--- src/design/lfpd_pkg.sv ---
package lfpd_pkg;

  // Configuration register indexes
  typedef enum logic [2:0] {
    REG_BASE_DUTY      = 3'd0,
    REG_PROP_GAIN      = 3'd1,
    REG_DERIV_GAIN     = 3'd2,
    REG_FILTER_WEIGHT  = 3'd3,
    REG_SHARP_HOLD     = 3'd4,
    REG_LOST_STRAIGHT  = 3'd5,
    REG_MAX_DUTY       = 3'd6,
    REG_MIN_RUN_DUTY   = 3'd7
  } reg_idx_t;

  // Rule codes reported with each result word
  typedef enum logic [2:0] {
    ACT_START     = 3'd0,
    ACT_LOST_HOLD = 3'd1,
    ACT_SEARCH    = 3'd2,
    ACT_SHARP     = 3'd3,
    ACT_SHARP_END = 3'd4,
    ACT_NODE      = 3'd5,
    ACT_PD        = 3'd6
  } action_t;

  typedef struct packed {
    logic [6:0] base_duty;
    logic [5:0] prop_gain;
    logic [5:0] deriv_gain;
    logic [3:0] filter_weight;
    logic [7:0] sharp_hold_len;
    logic [7:0] lost_hold_len;
    logic [6:0] max_duty;
    logic [6:0] min_run_duty;
  } cfg_t;

  // Controller to datapath step strobes
  typedef struct packed {
    logic load;
    logic filt;
    logic diff;
    logic gain;
    logic commit;
  } lfpd_cmd_t;

  localparam int CFG_IDX_W  = 3;
  localparam int CFG_DATA_W = 8;

  localparam logic [6:0] RST_BASE_DUTY     = 7'd62;
  localparam logic [5:0] RST_PROP_GAIN     = 6'd6;
  localparam logic [5:0] RST_DERIV_GAIN    = 6'd12;
  localparam logic [3:0] RST_FILTER_WEIGHT = 4'd6;
  localparam logic [7:0] RST_SHARP_HOLD    = 8'd90;
  localparam logic [7:0] RST_LOST_STRAIGHT = 8'd18;
  localparam logic [6:0] RST_MAX_DUTY      = 7'd92;
  localparam logic [6:0] RST_MIN_RUN_DUTY  = 7'd42;
  localparam logic [6:0] RST_COMMANDED     = 7'd62;

  localparam logic [15:0] LOST_CAP = 16'd60000;
  localparam logic [3:0]  FILT_FULL = 4'd10;

  // Fixed drive requests, signed to match the PD request width
  localparam logic signed [11:0] DUTY_START      = 12'sd85;
  localparam logic signed [11:0] DUTY_SHARP_OUT  = 12'sd90;
  localparam logic signed [11:0] DUTY_SHARP_IN   = 12'sd42;
  localparam logic signed [11:0] DUTY_NODE       = 12'sd70;
  localparam logic signed [11:0] DUTY_SEARCH_OUT = 12'sd85;
  localparam logic signed [11:0] DUTY_SEARCH_IN  = 12'sd30;

endpackage

--- src/design/lfpd_cfg.sv ---
module lfpd_cfg
  import lfpd_pkg::*;
(
  input  logic                  clk,
  input  logic                  rst_n,
  input  logic                  cfg_valid,
  output logic                  cfg_ready,
  input  logic [CFG_IDX_W-1:0]  cfg_index,
  input  logic [CFG_DATA_W-1:0] cfg_data,
  output cfg_t                  cfg
);

  cfg_t cfg_r, cfg_nxt;

  assign cfg_ready = 1'b1;
  assign cfg = cfg_r;

  always_comb begin
    cfg_nxt = cfg_r;
    if (cfg_valid) begin
      unique case (reg_idx_t'(cfg_index))
        REG_BASE_DUTY:     cfg_nxt.base_duty      = cfg_data[6:0];
        REG_PROP_GAIN:     cfg_nxt.prop_gain      = cfg_data[5:0];
        REG_DERIV_GAIN:    cfg_nxt.deriv_gain     = cfg_data[5:0];
        REG_FILTER_WEIGHT: cfg_nxt.filter_weight  = cfg_data[3:0];
        REG_SHARP_HOLD:    cfg_nxt.sharp_hold_len = cfg_data;
        REG_LOST_STRAIGHT: cfg_nxt.lost_hold_len  = cfg_data;
        REG_MAX_DUTY:      cfg_nxt.max_duty       = cfg_data[6:0];
        REG_MIN_RUN_DUTY:  cfg_nxt.min_run_duty   = cfg_data[6:0];
        default:           cfg_nxt = cfg_r;
      endcase
    end
  end

  always_ff @(posedge clk) begin
    if (!rst_n) begin
      cfg_r.base_duty      <= RST_BASE_DUTY;
      cfg_r.prop_gain      <= RST_PROP_GAIN;
      cfg_r.deriv_gain     <= RST_DERIV_GAIN;
      cfg_r.filter_weight  <= RST_FILTER_WEIGHT;
      cfg_r.sharp_hold_len <= RST_SHARP_HOLD;
      cfg_r.lost_hold_len  <= RST_LOST_STRAIGHT;
      cfg_r.max_duty       <= RST_MAX_DUTY;
      cfg_r.min_run_duty   <= RST_MIN_RUN_DUTY;
    end else begin
      cfg_r <= cfg_nxt;
    end
  end

endmodule

--- src/design/lfpd_ctrl.sv ---
module lfpd_ctrl
  import lfpd_pkg::*;
(
  input  logic      clk,
  input  logic      rst_n,
  input  logic      in_valid,
  output logic      in_ready,
  output logic      out_valid,
  input  logic      out_ready,
  output lfpd_cmd_t cmd
);

  typedef enum logic [4:0] {
    S_IDLE  = 5'b00001,
    S_FILT  = 5'b00010,
    S_DIFF  = 5'b00100,
    S_GAIN  = 5'b01000,
    S_DRIVE = 5'b10000
  } state_t;

  state_t state_r, state_nxt;
  logic   out_valid_r, out_valid_nxt;
  logic   slot_free;

  // result slot can take a new word when empty or being drained now
  assign slot_free = !out_valid_r || out_ready;
  assign in_ready  = (state_r == S_IDLE);
  assign out_valid = out_valid_r;

  always_comb begin
    state_nxt = state_r;
    cmd       = '0;
    unique case (state_r)
      S_IDLE: begin
        if (in_valid) begin
          cmd.load  = 1'b1;
          state_nxt = S_FILT;
        end
      end
      S_FILT: begin
        cmd.filt  = 1'b1;
        state_nxt = S_DIFF;
      end
      S_DIFF: begin
        cmd.diff  = 1'b1;
        state_nxt = S_GAIN;
      end
      S_GAIN: begin
        cmd.gain  = 1'b1;
        state_nxt = S_DRIVE;
      end
      S_DRIVE: begin
        if (slot_free) begin
          cmd.commit = 1'b1;
          state_nxt  = S_IDLE;
        end
      end
      default: state_nxt = S_IDLE;
    endcase
  end

  always_comb begin
    out_valid_nxt = out_valid_r;
    if (cmd.commit) begin
      out_valid_nxt = 1'b1;
    end else if (out_ready) begin
      out_valid_nxt = 1'b0;
    end
  end

  always_ff @(posedge clk) begin
    if (!rst_n) begin
      state_r     <= S_IDLE;
      out_valid_r <= 1'b0;
    end else begin
      state_r     <= state_nxt;
      out_valid_r <= out_valid_nxt;
    end
  end

endmodule

--- src/design/lfpd_dp.sv ---
module lfpd_dp
  import lfpd_pkg::*;
(
  input  logic       clk,
  input  logic       rst_n,
  input  cfg_t       cfg,
  input  lfpd_cmd_t  cmd,
  input  logic [4:0] in_sensor_mask,
  output logic [6:0] left_duty,
  output logic [6:0] right_duty,
  output logic [2:0] action
);

  // signed divide by ten, truncating toward zero; |n| < 8192
  function automatic logic signed [13:0] div10(logic signed [13:0] n);
    logic [12:0]        mag;
    logic [25:0]        prod;
    logic signed [13:0] qs;
    mag  = n[13] ? 13'(-n) : n[12:0];
    prod = {13'b0, mag} * 26'd6554;
    qs   = {4'b0, prod[25:16]};
    return n[13] ? -qs : qs;
  endfunction

  function automatic logic [6:0] clamp_duty(logic signed [11:0] v, logic [6:0] mx);
    logic signed [11:0] mx_s;
    mx_s = {5'b0, mx};
    if (v < 12'sd0) return 7'd0;
    else if (v > mx_s) return mx;
    else return v[6:0];
  endfunction

  // item payload and pipeline registers
  logic [4:0]         mask_r;
  logic signed [10:0] num_r;
  logic signed [6:0]  fe_new_r;
  logic signed [7:0]  derr_r;
  logic signed [13:0] sum_r;

  // control state
  logic               start_r, start_nxt;
  logic [15:0]        lost_r, lost_nxt;
  logic [7:0]         sharp_r, sharp_nxt;
  logic               sharp_right_r, sharp_right_nxt;
  logic signed [6:0]  fe_r, fe_nxt;
  logic signed [6:0]  prev_r, prev_nxt;
  logic [6:0]         cmd_l_r, cmd_l_nxt, cmd_r_r, cmd_r_nxt;
  logic [6:0]         app_l_r, app_l_nxt, app_r_r, app_r_nxt;
  action_t            act_r, act_nxt;

  // mask decode
  logic [2:0]         cnt;
  logic signed [7:0]  wsum;
  logic signed [6:0]  pos_err;

  assign cnt = {2'b0, mask_r[0]} + {2'b0, mask_r[1]} + {2'b0, mask_r[2]}
             + {2'b0, mask_r[3]} + {2'b0, mask_r[4]};

  always_comb begin
    wsum = 8'sd0;
    if (mask_r[0]) wsum = wsum + 8'sd40;
    if (mask_r[1]) wsum = wsum + 8'sd20;
    if (mask_r[3]) wsum = wsum - 8'sd20;
    if (mask_r[4]) wsum = wsum - 8'sd40;
  end

  // weighted mean; only one to three sensors reach the PD rule
  always_comb begin
    pos_err = 7'sd0;
    case (cnt)
      3'd1: pos_err = wsum[6:0];
      3'd2: pos_err = 7'(wsum >>> 1);
      3'd3: begin
        case (wsum)
          8'sd60:  pos_err = 7'sd20;
          8'sd40:  pos_err = 7'sd13;
          8'sd20:  pos_err = 7'sd6;
          -8'sd20: pos_err = -7'sd6;
          -8'sd40: pos_err = -7'sd13;
          -8'sd60: pos_err = -7'sd20;
          default: pos_err = 7'sd0;
        endcase
      end
      default: pos_err = 7'sd0;
    endcase
  end

  // step 1: low-pass numerator
  logic [3:0]         w_c;
  logic signed [10:0] w_s, wc_s, fe_x, err_x, num;

  assign w_c   = (cfg.filter_weight > FILT_FULL) ? FILT_FULL : cfg.filter_weight;
  assign w_s   = {7'b0, w_c};
  assign wc_s  = {7'b0, FILT_FULL - w_c};
  assign fe_x  = {{4{fe_r[6]}}, fe_r};
  assign err_x = {{4{pos_err[6]}}, pos_err};
  assign num   = fe_x * w_s + err_x * wc_s;

  // step 2: filtered error and its change
  logic signed [13:0] fe_div;
  logic signed [6:0]  fe_new;
  logic signed [7:0]  derr;

  assign fe_div = div10({{3{num_r[10]}}, num_r});
  assign fe_new = fe_div[6:0];
  assign derr   = {fe_new[6], fe_new} - {prev_r[6], prev_r};

  // step 3: PD products
  logic signed [13:0] p_s, d_s, fe_w, derr_w, pd_sum;

  assign p_s    = {8'b0, cfg.prop_gain};
  assign d_s    = {8'b0, cfg.deriv_gain};
  assign fe_w   = {{7{fe_new_r[6]}}, fe_new_r};
  assign derr_w = {{6{derr_r[7]}}, derr_r};
  assign pd_sum = p_s * fe_w + d_s * derr_w;

  // step 4: turn, rule selection and drive
  logic signed [13:0] turn;
  logic signed [11:0] base_s, drv_l, drv_r;
  logic               drv_en, hold_en;
  logic [15:0]        lost_inc;
  logic [6:0]         cl_l, cl_r, fl_l, fl_r;

  assign turn     = div10(sum_r);
  assign base_s   = {5'b0, cfg.base_duty};
  assign lost_inc = (lost_r < LOST_CAP) ? lost_r + 16'd1 : lost_r;

  always_comb begin
    start_nxt       = start_r;
    lost_nxt        = lost_r;
    sharp_nxt       = sharp_r;
    sharp_right_nxt = sharp_right_r;
    fe_nxt          = fe_r;
    prev_nxt        = prev_r;
    act_nxt         = ACT_PD;
    drv_en          = 1'b0;
    hold_en         = 1'b0;
    drv_l           = 12'sd0;
    drv_r           = 12'sd0;
    if (start_r && cnt == 3'd5) begin
      act_nxt = ACT_START;
      drv_en  = 1'b1;
      drv_l   = DUTY_START;
      drv_r   = DUTY_START;
    end else begin
      start_nxt = 1'b0;
      if (cnt == 3'd0) begin
        lost_nxt = lost_inc;
        if (lost_inc <= {8'b0, cfg.lost_hold_len}) begin
          act_nxt = ACT_LOST_HOLD;
          if (cmd_l_r == 7'd0 && cmd_r_r == 7'd0) begin
            drv_en = 1'b1;
            drv_l  = base_s;
            drv_r  = base_s;
          end else begin
            hold_en = 1'b1;
          end
        end else begin
          act_nxt = ACT_SEARCH;
          drv_en  = 1'b1;
          // search toward the side of the last error
          drv_l   = prev_r[6] ? DUTY_SEARCH_IN : DUTY_SEARCH_OUT;
          drv_r   = prev_r[6] ? DUTY_SEARCH_OUT : DUTY_SEARCH_IN;
        end
      end else begin
        lost_nxt = 16'd0;
        if (sharp_r != 8'd0) begin
          sharp_nxt = sharp_r - 8'd1;
          if (mask_r[2]) begin
            // center seen: latch ends, outputs repeat last applied duties
            sharp_nxt = 8'd0;
            prev_nxt  = 7'sd0;
            act_nxt   = ACT_SHARP_END;
          end else begin
            act_nxt = ACT_SHARP;
            drv_en  = 1'b1;
            drv_l   = sharp_right_r ? DUTY_SHARP_OUT : DUTY_SHARP_IN;
            drv_r   = sharp_right_r ? DUTY_SHARP_IN : DUTY_SHARP_OUT;
          end
        end else if (cnt >= 3'd4) begin
          prev_nxt = 7'sd0;
          act_nxt  = ACT_NODE;
          drv_en   = 1'b1;
          drv_l    = DUTY_NODE;
          drv_r    = DUTY_NODE;
        end else if (mask_r[0] && !mask_r[3]) begin
          sharp_right_nxt = 1'b1;
          sharp_nxt       = cfg.sharp_hold_len;
          act_nxt         = ACT_SHARP;
          drv_en          = 1'b1;
          drv_l           = DUTY_SHARP_OUT;
          drv_r           = DUTY_SHARP_IN;
        end else if (mask_r[4] && !mask_r[1]) begin
          sharp_right_nxt = 1'b0;
          sharp_nxt       = cfg.sharp_hold_len;
          act_nxt         = ACT_SHARP;
          drv_en          = 1'b1;
          drv_l           = DUTY_SHARP_IN;
          drv_r           = DUTY_SHARP_OUT;
        end else begin
          fe_nxt   = fe_new_r;
          prev_nxt = fe_new_r;
          act_nxt  = ACT_PD;
          drv_en   = 1'b1;
          drv_l    = base_s + turn[11:0];
          drv_r    = base_s - turn[11:0];
        end
      end
    end
  end

  // clamp, then floor at the running minimum, then clamp the applied value
  assign cl_l = clamp_duty(drv_l, cfg.max_duty);
  assign cl_r = clamp_duty(drv_r, cfg.max_duty);
  assign fl_l = (cl_l < cfg.min_run_duty) ? cfg.min_run_duty : cl_l;
  assign fl_r = (cl_r < cfg.min_run_duty) ? cfg.min_run_duty : cl_r;

  always_comb begin
    cmd_l_nxt = cmd_l_r;
    cmd_r_nxt = cmd_r_r;
    app_l_nxt = app_l_r;
    app_r_nxt = app_r_r;
    if (drv_en) begin
      if (drv_l == 12'sd0 && drv_r == 12'sd0) begin
        cmd_l_nxt = 7'd0;
        cmd_r_nxt = 7'd0;
        app_l_nxt = 7'd0;
        app_r_nxt = 7'd0;
      end else begin
        cmd_l_nxt = fl_l;
        cmd_r_nxt = fl_r;
        app_l_nxt = (fl_l > cfg.max_duty) ? cfg.max_duty : fl_l;
        app_r_nxt = (fl_r > cfg.max_duty) ? cfg.max_duty : fl_r;
      end
    end else if (hold_en) begin
      app_l_nxt = (cmd_l_r > cfg.max_duty) ? cfg.max_duty : cmd_l_r;
      app_r_nxt = (cmd_r_r > cfg.max_duty) ? cfg.max_duty : cmd_r_r;
    end
  end

  always_ff @(posedge clk) begin
    if (cmd.load) mask_r <= in_sensor_mask;
    if (cmd.filt) num_r <= num;
    if (cmd.diff) begin
      fe_new_r <= fe_new;
      derr_r   <= derr;
    end
    if (cmd.gain) sum_r <= pd_sum;
  end

  always_ff @(posedge clk) begin
    if (!rst_n) begin
      start_r       <= 1'b1;
      lost_r        <= 16'd0;
      sharp_r       <= 8'd0;
      sharp_right_r <= 1'b0;
      fe_r          <= 7'sd0;
      prev_r        <= 7'sd0;
      cmd_l_r       <= RST_COMMANDED;
      cmd_r_r       <= RST_COMMANDED;
      app_l_r       <= 7'd0;
      app_r_r       <= 7'd0;
      act_r         <= ACT_START;
    end else if (cmd.commit) begin
      start_r       <= start_nxt;
      lost_r        <= lost_nxt;
      sharp_r       <= sharp_nxt;
      sharp_right_r <= sharp_right_nxt;
      fe_r          <= fe_nxt;
      prev_r        <= prev_nxt;
      cmd_l_r       <= cmd_l_nxt;
      cmd_r_r       <= cmd_r_nxt;
      app_l_r       <= app_l_nxt;
      app_r_r       <= app_r_nxt;
      act_r         <= act_nxt;
    end
  end

  // applied duties change only at commit, so they double as the result word
  assign left_duty  = app_l_r;
  assign right_duty = app_r_r;
  assign action     = act_r;

endmodule

--- src/design/line_follow_pd_steering_core.sv ---
// Line follower PD steering core: one sensor word in, one duty word out.
// The accepted word steps through the filter numerator, filtered error,
// PD products, and divide and drive; out_valid is registered from the commit.
// A new word is accepted only when idle, after the four-step shared datapath
// sequence has committed the last one; a stalled result holds the drive step.
// Reset: rst_n synchronous active low; control and tuning registers reset, start phase set.
module line_follow_pd_steering_core
  import lfpd_pkg::*;
(
  input  logic                  clk,
  input  logic                  rst_n,
  // sensor words
  input  logic                  in_valid,
  output logic                  in_ready,
  input  logic [4:0]            in_sensor_mask,
  // duty words
  output logic                  out_valid,
  input  logic                  out_ready,
  output logic [6:0]            out_left_duty,
  output logic [6:0]            out_right_duty,
  output logic [2:0]            out_action,
  // register writes, taken at any time, meant only while idle
  input  logic                  cfg_valid,
  output logic                  cfg_ready,
  input  logic [CFG_IDX_W-1:0]  cfg_index,
  input  logic [CFG_DATA_W-1:0] cfg_data
);

  cfg_t      cfg;
  lfpd_cmd_t cmd;

  // register file for the eight tuning registers
  lfpd_cfg u_cfg (
    .clk       (clk),
    .rst_n     (rst_n),
    .cfg_valid (cfg_valid),
    .cfg_ready (cfg_ready),
    .cfg_index (cfg_index),
    .cfg_data  (cfg_data),
    .cfg       (cfg)
  );

  // sequencer: accept, step the datapath, hand the word to the output slot
  lfpd_ctrl u_ctrl (
    .clk       (clk),
    .rst_n     (rst_n),
    .in_valid  (in_valid),
    .in_ready  (in_ready),
    .out_valid (out_valid),
    .out_ready (out_ready),
    .cmd       (cmd)
  );

  // datapath: mask decode, low-pass filter, PD law, rule select, duty clamp.
  // Its applied-duty registers are the output slot; they update only when
  // the slot is empty or being drained, so a new word can be accepted while
  // the previous result still waits.
  lfpd_dp u_dp (
    .clk            (clk),
    .rst_n          (rst_n),
    .cfg            (cfg),
    .cmd            (cmd),
    .in_sensor_mask (in_sensor_mask),
    .left_duty      (out_left_duty),
    .right_duty     (out_right_duty),
    .action         (out_action)
  );

endmodule
--- config.mk ---
export PLATFORM = sky130hd
export DESIGN_NAME = line_follow_pd_steering_core
export DESIGN_NICKNAME = d
export VERILOG_FILES = /design/src/design/lfpd_pkg.sv /design/src/design/lfpd_cfg.sv /design/src/design/lfpd_ctrl.sv /design/src/design/lfpd_dp.sv /design/src/design/line_follow_pd_steering_core.sv
export SDC_FILE = /design/constraint.sdc
export NUM_CORES = 1
export LEC_CHECK = 0
export BUFFER_PORTS_ARGS = -buffer_cell sky130_fd_sc_hd__buf_4
export CELL_PAD_IN_SITES_DETAIL_PLACEMENT = 2
export CELL_PAD_IN_SITES_GLOBAL_PLACEMENT = 2
export CORE_MARGIN = 3
export CORE_UTILIZATION = 29
export CTS_BUF_LIST = sky130_fd_sc_hd__clkbuf_8
export DETAILED_ROUTE_END_ITERATION = 12
export HOLD_SLACK_MARGIN = 0.1
export PLACE_DENSITY_LB_ADDON = 0.2
export SLEW_MARGIN = 20
export SYNTH_ARGS = -nofsm -noshare
export SYNTH_HDL_FRONTEND = slang
export SYNTH_SLANG_ARGS = --single-unit
--- constraint.sdc ---
create_clock -name clk -period 17.4 [get_ports clk]
set_input_delay 0.87 -clock clk [delete_from_list [all_inputs] [get_ports clk]]
set_output_delay 0.87 -clock clk [all_outputs]
set_load 0.03 [all_outputs]
==> After elaboration in Yosys (flattened, before gate mapping) <==
Cells that the tools add are included.
{ "op_classes": {"add_sub_neg": 19, "reduce_logical": 36, "n_mul": 6, "n_shift": 0, "div": 0, "bitwise": 6, "magnitude_cmp": 14, "muxes": 94, "n_eq_ne": 28} }
{ "ops": {"columns": ["operator", "n"], "rows": [
  ["$mux 12", 17],
  ["$mux 7", 29],
  ["$mux 8", 8],
  ["$pmux 7 s6", 1],
  ["$mux 16", 2],
  ["$gt 7x7->1", 4],
  ["$mux 13", 2],
  ["$mul 13x12->25 const B", 1],
  ["$pmux 5 s5", 1],
  ["$eq 8x8->1 const B", 3],
  ["$gt 12x8->1", 2],
  ["$logic_not 12->1", 2],
  ["$lt 12x1->1 const B", 2],
  ["$reduce_and 2->1", 12],
  ["$mul 13x12->22 const B", 1],
  ["$mul 7x5->11", 2],
  ["$mux 1", 21],
  ["$mux 3", 7],
  ["$pmux 7 s3", 1],
  ["$add 16x1->16 const B", 1],
  ["$eq 8x6->1 const B", 2],
  ["$le 16x8->1", 1],
  ["$lt 16x16->1 const B", 1],
  ["$eq 3x3->1 const B", 5],
  ["other kinds (48)", 75]
]} }
{ "word_totals": {"rom_bits": 0, "inputBits": 21, "latch_bits": 0, "memories": 0, "out_inout_bits": 20, "word_cells": 229, "ramBits": 0, "ff_bits": 175} }

==> Depth between registers and ports, before layout <==
Gate-level depths: netlist of the first run.
{ "logic_depth": {"ltp_word": 21, "mapped_depth": 64, "mapped_depth_nobuf": 63} }

==> Hierarchy <==
A second synthesis of the first run with hierarchy kept.
{ "hier_totals": {"cells_unflattened": 2629, "area_unflattened_um2": 23209.8} }
{ "modules_own_cells": {"columns": ["mod", "area_each_um2", "n_inst", "seq_area_each_um2", "cells_per_inst"], "rows": [
  ["lfpd_dp", 20806.2, 1, 2772.7, 2394],
  ["lfpd_cfg", 2090.8, 1, 1061.0, 200],
  ["lfpd_ctrl", 312.8, 1, 120.1, 35]
]} }

==> Worst setup path before layout of the first run <==
No wires, ideal clock.
{ "synth_timing": {"path_kind": "reg2reg", "from": "register u_dp.sum_r[0]", "to": "register u_dp.app_r_r[3], in the netlist u_dp.right_duty[3]", "t_required_ns": 17.277, "path_buffers": 2, "arrival_time_ns": 12.106, "stages_incl_launch_ff": 62, "slack_ns": 5.171, "setup_ns": 0.123, "period_less_slack_ns": 12.229, "cell_sequence": "edfxtp_1 -> inv_1 -> ha_1 -> nand2_1 -> or3_1 -> or3_1 -> nand2_1 -> xnor2_1 -> ha_1 -> fa_1 -> inv_1 -> fa_1 -> inv_1 -> fa_1 -> fa_1 -> ha_1 -> buf_2 -> a21oi_1 -> [26 not listed] -> a21o_1 -> a21o_1 -> a21oi_1 -> nand2_1 -> o21ai_4 -> mux2i_1 -> inv_1 -> ha_1 -> a21oi_1 -> nor2b_1 -> o21ai_0 -> o21ai_0 -> nor2_1 -> o21bai_1 -> clkbuf_1 -> nor2b_1 -> a32oi_1 -> o21ai_1"} }
{ "synth_between": {"elab_chain_cells": 21, "elab_cells_between_ends": 32, "classes_between": "add/sub (4); mul (1); order compare (4); mux (20); reduce/logical (3)"} }
{ "synth_rtl": {"columns": ["item", "line", "rtl"], "rows": [
  ["start: declaration", "lfpd_dp.sv:38", "logic signed [13:0] sum_r;"],
  ["start signal: assignment", "lfpd_dp.sv:248", "if (cmd.gain) sum_r <= pd_sum;"],
  ["$neg 13->13", "lfpd_dp.sv:19", "mag = n[13] ? 13'(-n) : n[12:0];"],
  ["$mux 13 (*)", "lfpd_dp.sv:19", null],
  ["$mul 13x12->25 (*)", "lfpd_dp.sv:20", "prod = {13'b0, mag} * 26'd6554;"],
  ["$neg 10->12", "lfpd_dp.sv:22", "return n[13] ? -qs : qs;"],
  ["$mux 12 (*)", "lfpd_dp.sv:22", null],
  ["$sub 7x12->12", "lfpd_dp.sv:206", "drv_r = base_s - turn[11:0];"],
  ["$mux 12", "lfpd_dp.sv:193", "end else if (mask_r[4] && !mask_r[1]) begin"],
  ["$mux 12", "lfpd_dp.sv:186", "end else if (mask_r[0] && !mask_r[3]) begin"],
  ["[5 not listed]", null, null],
  ["$mux 7", "lfpd_dp.sv:29", "else if (v > mx_s) return mx;"],
  ["$mux 7", "lfpd_dp.sv:28", "if (v < 12'sd0) return 7'd0;"],
  ["$lt 7x7->1", "lfpd_dp.sv:216", "assign fl_r = (cl_r < cfg.min_run_duty) ? cfg.min_run_duty : cl_r;"],
  ["$mux 7", "lfpd_dp.sv:216", null],
  ["$gt 7x7->1", "lfpd_dp.sv:233", "app_r_nxt = (fl_r > cfg.max_duty) ? cfg.max_duty : fl_r;"],
  ["$mux 7", "lfpd_dp.sv:233", null],
  ["$mux 7 (*)", "lfpd_dp.sv:224", "if (drv_l == 12'sd0 && drv_r == 12'sd0) begin"],
  ["$mux 7 (*)", "lfpd_dp.sv:223", "if (drv_en) begin"],
  ["end signal: assignment", "lfpd_dp.sv:274", "app_r_r <= app_r_nxt;"],
  ["end: declaration", "lfpd_dp.sv:48", "logic [6:0] app_l_r, app_l_nxt, app_r_r, app_r_nxt;"]
]} }
Every way passes the cells marked *; elsewhere a longest branch is shown, timed or not.
A chain may end at the register's enable or synchronous reset.

==> Worst setup path in the final report of the first run <==
{ "layout_timing": {"from": "register u_dp.sum_r[13]", "to": "register u_dp.app_r_r[1], in the netlist u_dp.right_duty[1]"} }
{ "layout_between": {"elab_chain_cells": 20, "elab_cells_between_ends": 31, "classes_between": "add/sub (3); mul (1); order compare (4); mux (20); reduce/logical (3)"} }
{ "layout_rtl": {"columns": ["item", "line", "rtl"], "rows": [
  ["$mux 13", "lfpd_dp.sv:19", null],
  ["$mul 13x12->25", "lfpd_dp.sv:20", null],
  ["$neg 10->12", "lfpd_dp.sv:22", null],
  ["$mux 12 (*)", "lfpd_dp.sv:22", null],
  ["$sub 7x12->12", "lfpd_dp.sv:206", null],
  ["$mux 12", "lfpd_dp.sv:193", null],
  ["$mux 12", "lfpd_dp.sv:186", null],
  ["$mux 12", "lfpd_dp.sv:180", "end else if (cnt >= 3'd4) begin"],
  ["[4 not listed]", null, null],
  ["$mux 7", "lfpd_dp.sv:29", null],
  ["$mux 7", "lfpd_dp.sv:28", null],
  ["$lt 7x7->1", "lfpd_dp.sv:216", null],
  ["$mux 7", "lfpd_dp.sv:216", null],
  ["$gt 7x7->1", "lfpd_dp.sv:233", null],
  ["$mux 7", "lfpd_dp.sv:233", null],
  ["$mux 7 (*)", "lfpd_dp.sv:224", null],
  ["$mux 7 (*)", "lfpd_dp.sv:223", null]
]} }
Marked as above.

==> qor.yml, run 1 <==
crit_fanout: 25
synth_sequential_area_ratio: 0.171
synth_cell_type_count: 96
finish.net_count: 3276
synthFlopType: "dfxtp_1"
clock.fmax_ghz: 0.0708
worst-endpoint-required_ns: 17.88
antenna_found_initial: 2
drt_iter0_markers: 540
grt_pass1_vias: 21400
fp.dieW_um: 288
wl_per_cell_um: 20.1
drive_gt1_frac: 0.0536
hold_slack_ns: 0.460
count_of_input_and_output_buffers: 39
pwr-share-clk: 0.115
clkLatencyLatePin_ns: 0.59
max_slew_margin: 0.324
rows: 102
die_h_um: 288
grt_pass1_wl_um: 121000
worst_slew_pin_slew_ns: 1.00
start_util: 0.295
pin_count_of_the_biggest_net_entering_global_routing: 77
cts-htree-levels: 4
seq_power_share: 0.195
cell_taking_the_most_area_after_synthesis: "ha_1"
net-switching-power_mw: 1.34
final.min_clock_period_ns: 14.12
worst_setup_path_start_kind: "flip-flop"
busiest_layer: "met2"
irDropWorstVdd_mv: 0.130
switching_power_share_of_the_total: 0.491
drt-pass1-iter-count: 5
synth_top_cells_by_count: "402 x inv_1, 355 x ha_1, 234 x nand2_1, 207 x fa_1, 189 x nor2_1"
fin_util: 0.319
groute.layer.met3.usage: 0.0177
grt-ovfl-total: 0
synth_edf_count: 45
critPathSlowestCell: "edfxtp_1"
track_usage: 0.185
critical_path_class: "reg -> reg"
routing_usage_on_met2: 0.327
cts_made_buffers: 17
post_cts.repair.setup_buffers: 0
ios: 41
hpwlAfterDp_um: 62400
drv_cap: 0
final-hold-violation-count: 0
yosysMostFrequentCell: "inv_1"
setup_violations: 0
yosysWarningCount: 0
post_cts_resized: 0
maxSlewViolCount: 0
drt.antenna.violating_nets: 0
cts_max_path_buffers: 2
worst-path-buf-inv: 7
root_buffer: "clkbuf_8"
totalNegativeSetupSlack_ns: 0
async_flop_share: 0
vias: 18900
core_area_sq_um: 78100
grt_util_met1: 0.245
path_common_cell: "inv_1"
ctsHoldBuffers: 0
worst_setup_path_end_kind: "flip-flop"
max_stage_delay_ns: 0.99
syn-cell-area_sq_um: 23100
p_int_mw: 1.39
route.detailed.vias_per_inst: 5.06
total_die_area_sq_um: 82900
finalNonFillerCells: 3747
post_synth.cell_area_avg_sq_um: 8.58
power_density_nw_per_um2: 109
syn2layout_area_growth_pct: 8.15
place.detailed.instances: 3714
netlist_instances: 2687
routabilityCongestion: 0.862
critPathTopFamily: "compound AO/OA/AOI/OAI gates"
worst_setup_hold_path_clk_slew_ns: 0.14
worst_clock_skew_ns: 0.0512
ys_seq_elements: 175
post-synth-top-area-fraction: 0.193
status: "complete, no violations"
cts_num_sinks: 175
comb_power_share: 0.690
worst-endpoint-arrival_ns: 14.60
drt-total-wl_um: 75200
post-route-drc-count: 0
fin_crit_sh: 0.811
synth_area_leaders: "ha_1 19%, fa_1 18%, dfxtp_1 11%, inv_1 6.5%, edfxtp_1 5.9%"
setup_repair_after_global_routing_missed_its_margin: "false"
min_path_type: "in -> reg"
tritoncts: "yes"
leakage_nw: 11.5
layout make-up:
cell class | count | area (sq um)
Sequential cell | 175 | 3950
Timing Repair Buffer | 53 | 398
Tap cell | 1040 | 1300
Clock inverter | 15 | 174
Antenna cell | 1 | 2.50
Fill cell | 8955 | 53200
Inverter | 403 | 1510
Multi-Input combinational cell | 2043 | 17400
Clock buffer | 17 | 234
registers in the layout (all words and copies together) (netlist names):
name and cells:
u_cfg.cfg 53, u_ctrl.out_valid 1, u_ctrl.state_r 5, u_dp.action 3, u_dp.cmd_l_r 7, u_dp.cmd_r_r 7
u_dp.derr_r 8, u_dp.fe_new_r 7, u_dp.fe_r 7, u_dp.left_duty 7, u_dp.lost_r 16, u_dp.mask_r 5
u_dp.num_r 11, u_dp.prev_r 7, u_dp.right_duty 7, u_dp.sharp_r 8, u_dp.sharp_right_r 1, u_dp.start_r 1
u_dp.sum_r 14
metal layers:
metal / vias to the layer above / share of wire
met2: 150 / 0.50
li1: 9045 / -
met1: 9684 / 0.47
met3: 66 / 0.016
met5: - / 0
met4: 0 / 0.017
power by group through the flow:
| stage | Sequential, mW | Clock [mW] | Combinational (mW) |
|---|---|---|---|
| after floorplan | 0.547 | 0 | 1.39 |
| after global placement | 0.541 | 0 | 1.81 |
| after detailed placement | 0.542 | 0 | 1.90 |
| after CTS | 0.532 | 0.330 | 1.92 |
| after global routing | 0.535 | 0.344 | 2.16 |
| final | 0.531 | 0.314 | 1.88 |
path summary, 6_finish.rpt:
kind / start / endpoint / slack, ns / depth (start not counted)
min reg2reg: u_cfg.cfg[24] / u_cfg.cfg[24] / 0.47 / 2
min: in_sensor_mask[3] / u_dp.mask_r[3] / 0.46 / 1
max: u_dp.sum_r[13] / u_dp.right_duty[1] / 3.28 / 55
max reg2reg: u_dp.sum_r[13] / u_dp.right_duty[1] / 3.28 / 55
layout by cell type, fill, tap and decap left out, types with 12 or more instances in the layout:
cell type  count
ha_1         355
nand3_1       69
xor2_1        33
edfxtp_1      45
or3_1         12
nand2b_1      18
clkbuf_8      17
nand4_1       23
buf_4         53
dfxtp_1      130
a21oi_1      164
nor2b_1       35
nor2_1       188
nand2_1      234
o21ai_0       99
o21a_1        21
o21bai_1      20
and2_1       102
and3_1        22
a32oi_1       13
a21o_1        31
fa_1         207
inv_1        402
o31ai_1       14
mux2i_1       26
nor3_1        39
o211ai_1      20
xnor2_1       88
a22oi_1       27
o21ai_1       21
logic make-up (layout without fill, tap and decap cells):
kind of cell    after synthesis  count (layout)  share of synthesized area
compound gates              518             518                      0.147
buf+inv                     478             488                     0.0788
other cells                   2              12                   0.000326
simple gates                795             795                      0.167
xor+xnor                    122             122                     0.0467
fa+ha+maj                   563             563                      0.373
mux                          34              34                     0.0158
flops                       175             175                      0.171
per-stage QoR:
| stage | power [mW] | cell area, sq um | setup slack, ns |
|---|---|---|---|
| global placement | 2.35 | 24500 | 3.94 |
| floorplan | 1.94 | 23100 | 5.17 |
| finish | 2.73 | 24900 | 3.28 |
| CTS | 2.78 | 24900 | 3.31 |
| detailed placement | 2.44 | 24500 | 3.31 |
| global route | 3.04 | 24900 | 2.08 |
(Power assumes the default switching activity.)
==> inputs of run 2 (changes only) <==
==> constraint.sdc (replaced) <==
create_clock -name clk -period 14.5 [get_ports clk]
set_input_delay 0.725 -clock clk [delete_from_list [all_inputs] [get_ports clk]]
set_output_delay 0.725 -clock clk [all_outputs]
set_load 0.03 [all_outputs]
==> run 2 against run 1 <==
Effect of this change:
- sequential power increased by 20%
- critical endpoint is now u_dp.left_duty[4]
- power increased by 21%
- final cell count increased by 0.16%
- routed wire length decreased by 0.10%
- maximum frequency increased by 4.5%
- critical path depth increased by 4
==> qor.yml, run 2 (synthesis gave the netlist of run 1 again) <==
status: "complete, no violations"  # unchanged
worst_clock_skew_ns: 0.0521  # was 0.0512 ns
count_of_input_and_output_buffers: 39  # unchanged
max_stage_delay_ns: 0.53  # was 0.99 ns
path_common_cell: "ha_1"  # was inv_1
worst_setup_path_start_kind: "flip-flop"  # unchanged
timing.final.ws_setup_ns: 0.986  # was 3.28 ns
drt.antenna.violating_nets: 0  # unchanged
max_slew_margin: 0.279  # was 0.324
fp.dieW_um: 288  # unchanged
setup_violations: 0  # unchanged
fin_util: 0.321  # was 0.319
min_path_type: "in -> reg"  # unchanged
worst_setup_path_end_kind: "flip-flop"  # unchanged
routabilityCongestion: 0.877  # was 0.862
mostFrequentLayoutCell: "inv_1"  # unchanged
setup_repair_after_global_routing_missed_its_margin: "false"  # unchanged
largest_register_ff_count: 53  # unchanged
drt_iter0_markers: 727  # was 540
drt-total-wl_um: 75100  # was 75200 um
cts_max_path_buffers: 2  # unchanged
cts-htree-levels: 4  # unchanged
grt-ovfl-total: 0  # unchanged
core_area_sq_um: 78100  # unchanged
final.min_clock_period_ns: 13.51  # was 14.12 ns
final-hold-violation-count: 0  # unchanged
finish.net_count: 3281  # was 3276
ctsHoldBuffers: 0  # unchanged
drv_cap: 0  # unchanged
worst_slew_pin_slew_ns: 1.08  # was 1.00 ns
clock.fmax_ghz: 0.0740  # was 0.0708 GHz
root_buffer: "clkbuf_8"  # unchanged
worst-endpoint-arrival_ns: 13.97  # was 14.60 ns
most-common-layout-cells: "401 x inv_1, 355 x ha_1, 234 x nand2_1"  # was 402 x inv_1, 355 x ha_1, 234 x nand2_1
placed_area_sq_um: 24500  # about the same
wl_per_cell_um: 20.0  # was 20.1 um
pin_count_of_the_biggest_net_entering_global_routing: 77  # unchanged
total_die_area_sq_um: 82900  # unchanged
maxSlewViolCount: 0  # unchanged
post-route-drc-count: 0  # unchanged
placement.setup.worst_slack_ns: 0.582  # was 3.31 ns
vias: 19000  # was 18900
rows: 102  # unchanged
hpwlAfterDp_um: 62200  # was 62400 um
fill_cells: 8948  # was 8955
leakage_nw: 11.5  # about the same
report.power.total_mw: 3.30  # was 2.73 mW
die_h_um: 288  # unchanged
syn2layout_area_growth_pct: 8.62  # was 8.15%
totalNegativeSetupSlack_ns: 0  # unchanged
postLayoutCellArea_sq_um: 25000  # was 24900 sq um
seq_area_sq_um: 3950  # unchanged
worst_setup_hold_path_clk_slew_ns: 0.12  # was 0.14 ns
crit_fanout: 12  # was 25
clkLatencyLatePin_ns: 0.59  # about the same
critical_path_class: "reg -> reg"  # unchanged
cts_num_sinks: 175  # unchanged
combined_area_of_the_multi_input_logic_cells_sq_um: 17400  # about the same
track_usage: 0.186  # was 0.185
irDropWorstVdd_mv: 0.153  # was 0.130 mV
ios: 41  # unchanged
worst-endpoint-required_ns: 14.95  # was 17.88 ns
fin_crit_sh: 0.932  # was 0.811
cts_made_buffers: 17  # unchanged
antenna_found_initial: 4  # was 2
drt-pass1-iter-count: 5  # unchanged
grt_pass1_wl_um: 121000  # about the same
drive_gt1_frac: 0.0579  # was 0.0536
tritoncts: "yes"  # unchanged
critPathSlowestCell: "fa_1"  # was edfxtp_1
power_density_nw_per_um2: 132  # was 109 nW/um^2
grt_pass1_vias: 21500  # was 21400
start_util: 0.295  # unchanged
route.detailed.vias_per_inst: 5.06  # about the same
==> run 2: cell types whose count changed in the layout (fill, tap and decap cells not counted), moves of 2 or more <==
cell and change:
buf_4 +5, mux2i_2 +2, inv_4 -2, mux2i_1 -2
==> run 2: routing by layer <==
metal | share of wire | track usage
met5 | 0 | 0
met4 | 0.0097 | 0.0352
met3 | 0.018 | 0.0166
met2 | 0.50 | 0.331
met1 | 0.47 | 0.246
==> run 2: worst max-delay path, delay by kind of cell, from the launching register on <==
kind / cells / cell delay (ns)
muxes: 1 / 0.32
xor gates and xnor gates: 3 / 0.65
and+or+nand+nor: 14 / 2.51
DFF: 1 / 0.42
adders and majority gates: 12 / 4.45
buffers and inverters: 7 / 0.61
AOI/OAI and AO/OA: 22 / 4.45
==> run 2: layout make-up <==
cell class,count,area share
inverters,403,0.0605
diodes,2,0.000200
clock inverters,14,0.00754
well taps,1040,0.0520
repair buffers,58,0.0174
multi-input cells,2043,0.695
clock buffers,18,0.00989
flip-flops and latches,175,0.158
==> run 2: what timing repair did <==
action,CTS,global route
buffers inserted,0,1
endpoints found under the setup margin,0,11
gates resized for setup,0,7
==> run 2: worst paths after layout <==
| path | startpoint | to | slack [ns] | cells after the start |
|---|---|---|---|---|
| setup / recovery | u_dp.sum_r[1] | u_dp.left_duty[4] | 0.99 | 59 |
| setup reg to reg | u_dp.sum_r[1] | u_dp.left_duty[4] | 0.99 | 59 |
| hold / removal | in_sensor_mask[4] | u_dp.mask_r[4] | 0.32 | 1 |
| hold reg to reg | u_cfg.cfg[24] | u_cfg.cfg[24] | 0.47 | 2 |
==> run 2: power breakdown <==
| part | total, mW | switching (mW) | internal (mW) | leakage [nW] |
|---|---|---|---|---|
| Combinational | 2.27 | 1.36 | 0.918 | 9.84 |
| Sequential | 0.637 | 0.0260 | 0.611 | 1.46 |
| Clock | 0.392 | 0.239 | 0.153 | 0.218 |
| Total | 3.30 | 1.62 | 1.68 | 11.5 |
==> run 2: through the flow <==
step	instances	hold WS [ns]
final	3753	0.325
after global routing	3753	0.282
after CTS	3750	0.248
after detailed placement	3718	0.452
after global placement	3718	0.442
after floorplan	2696	0.431
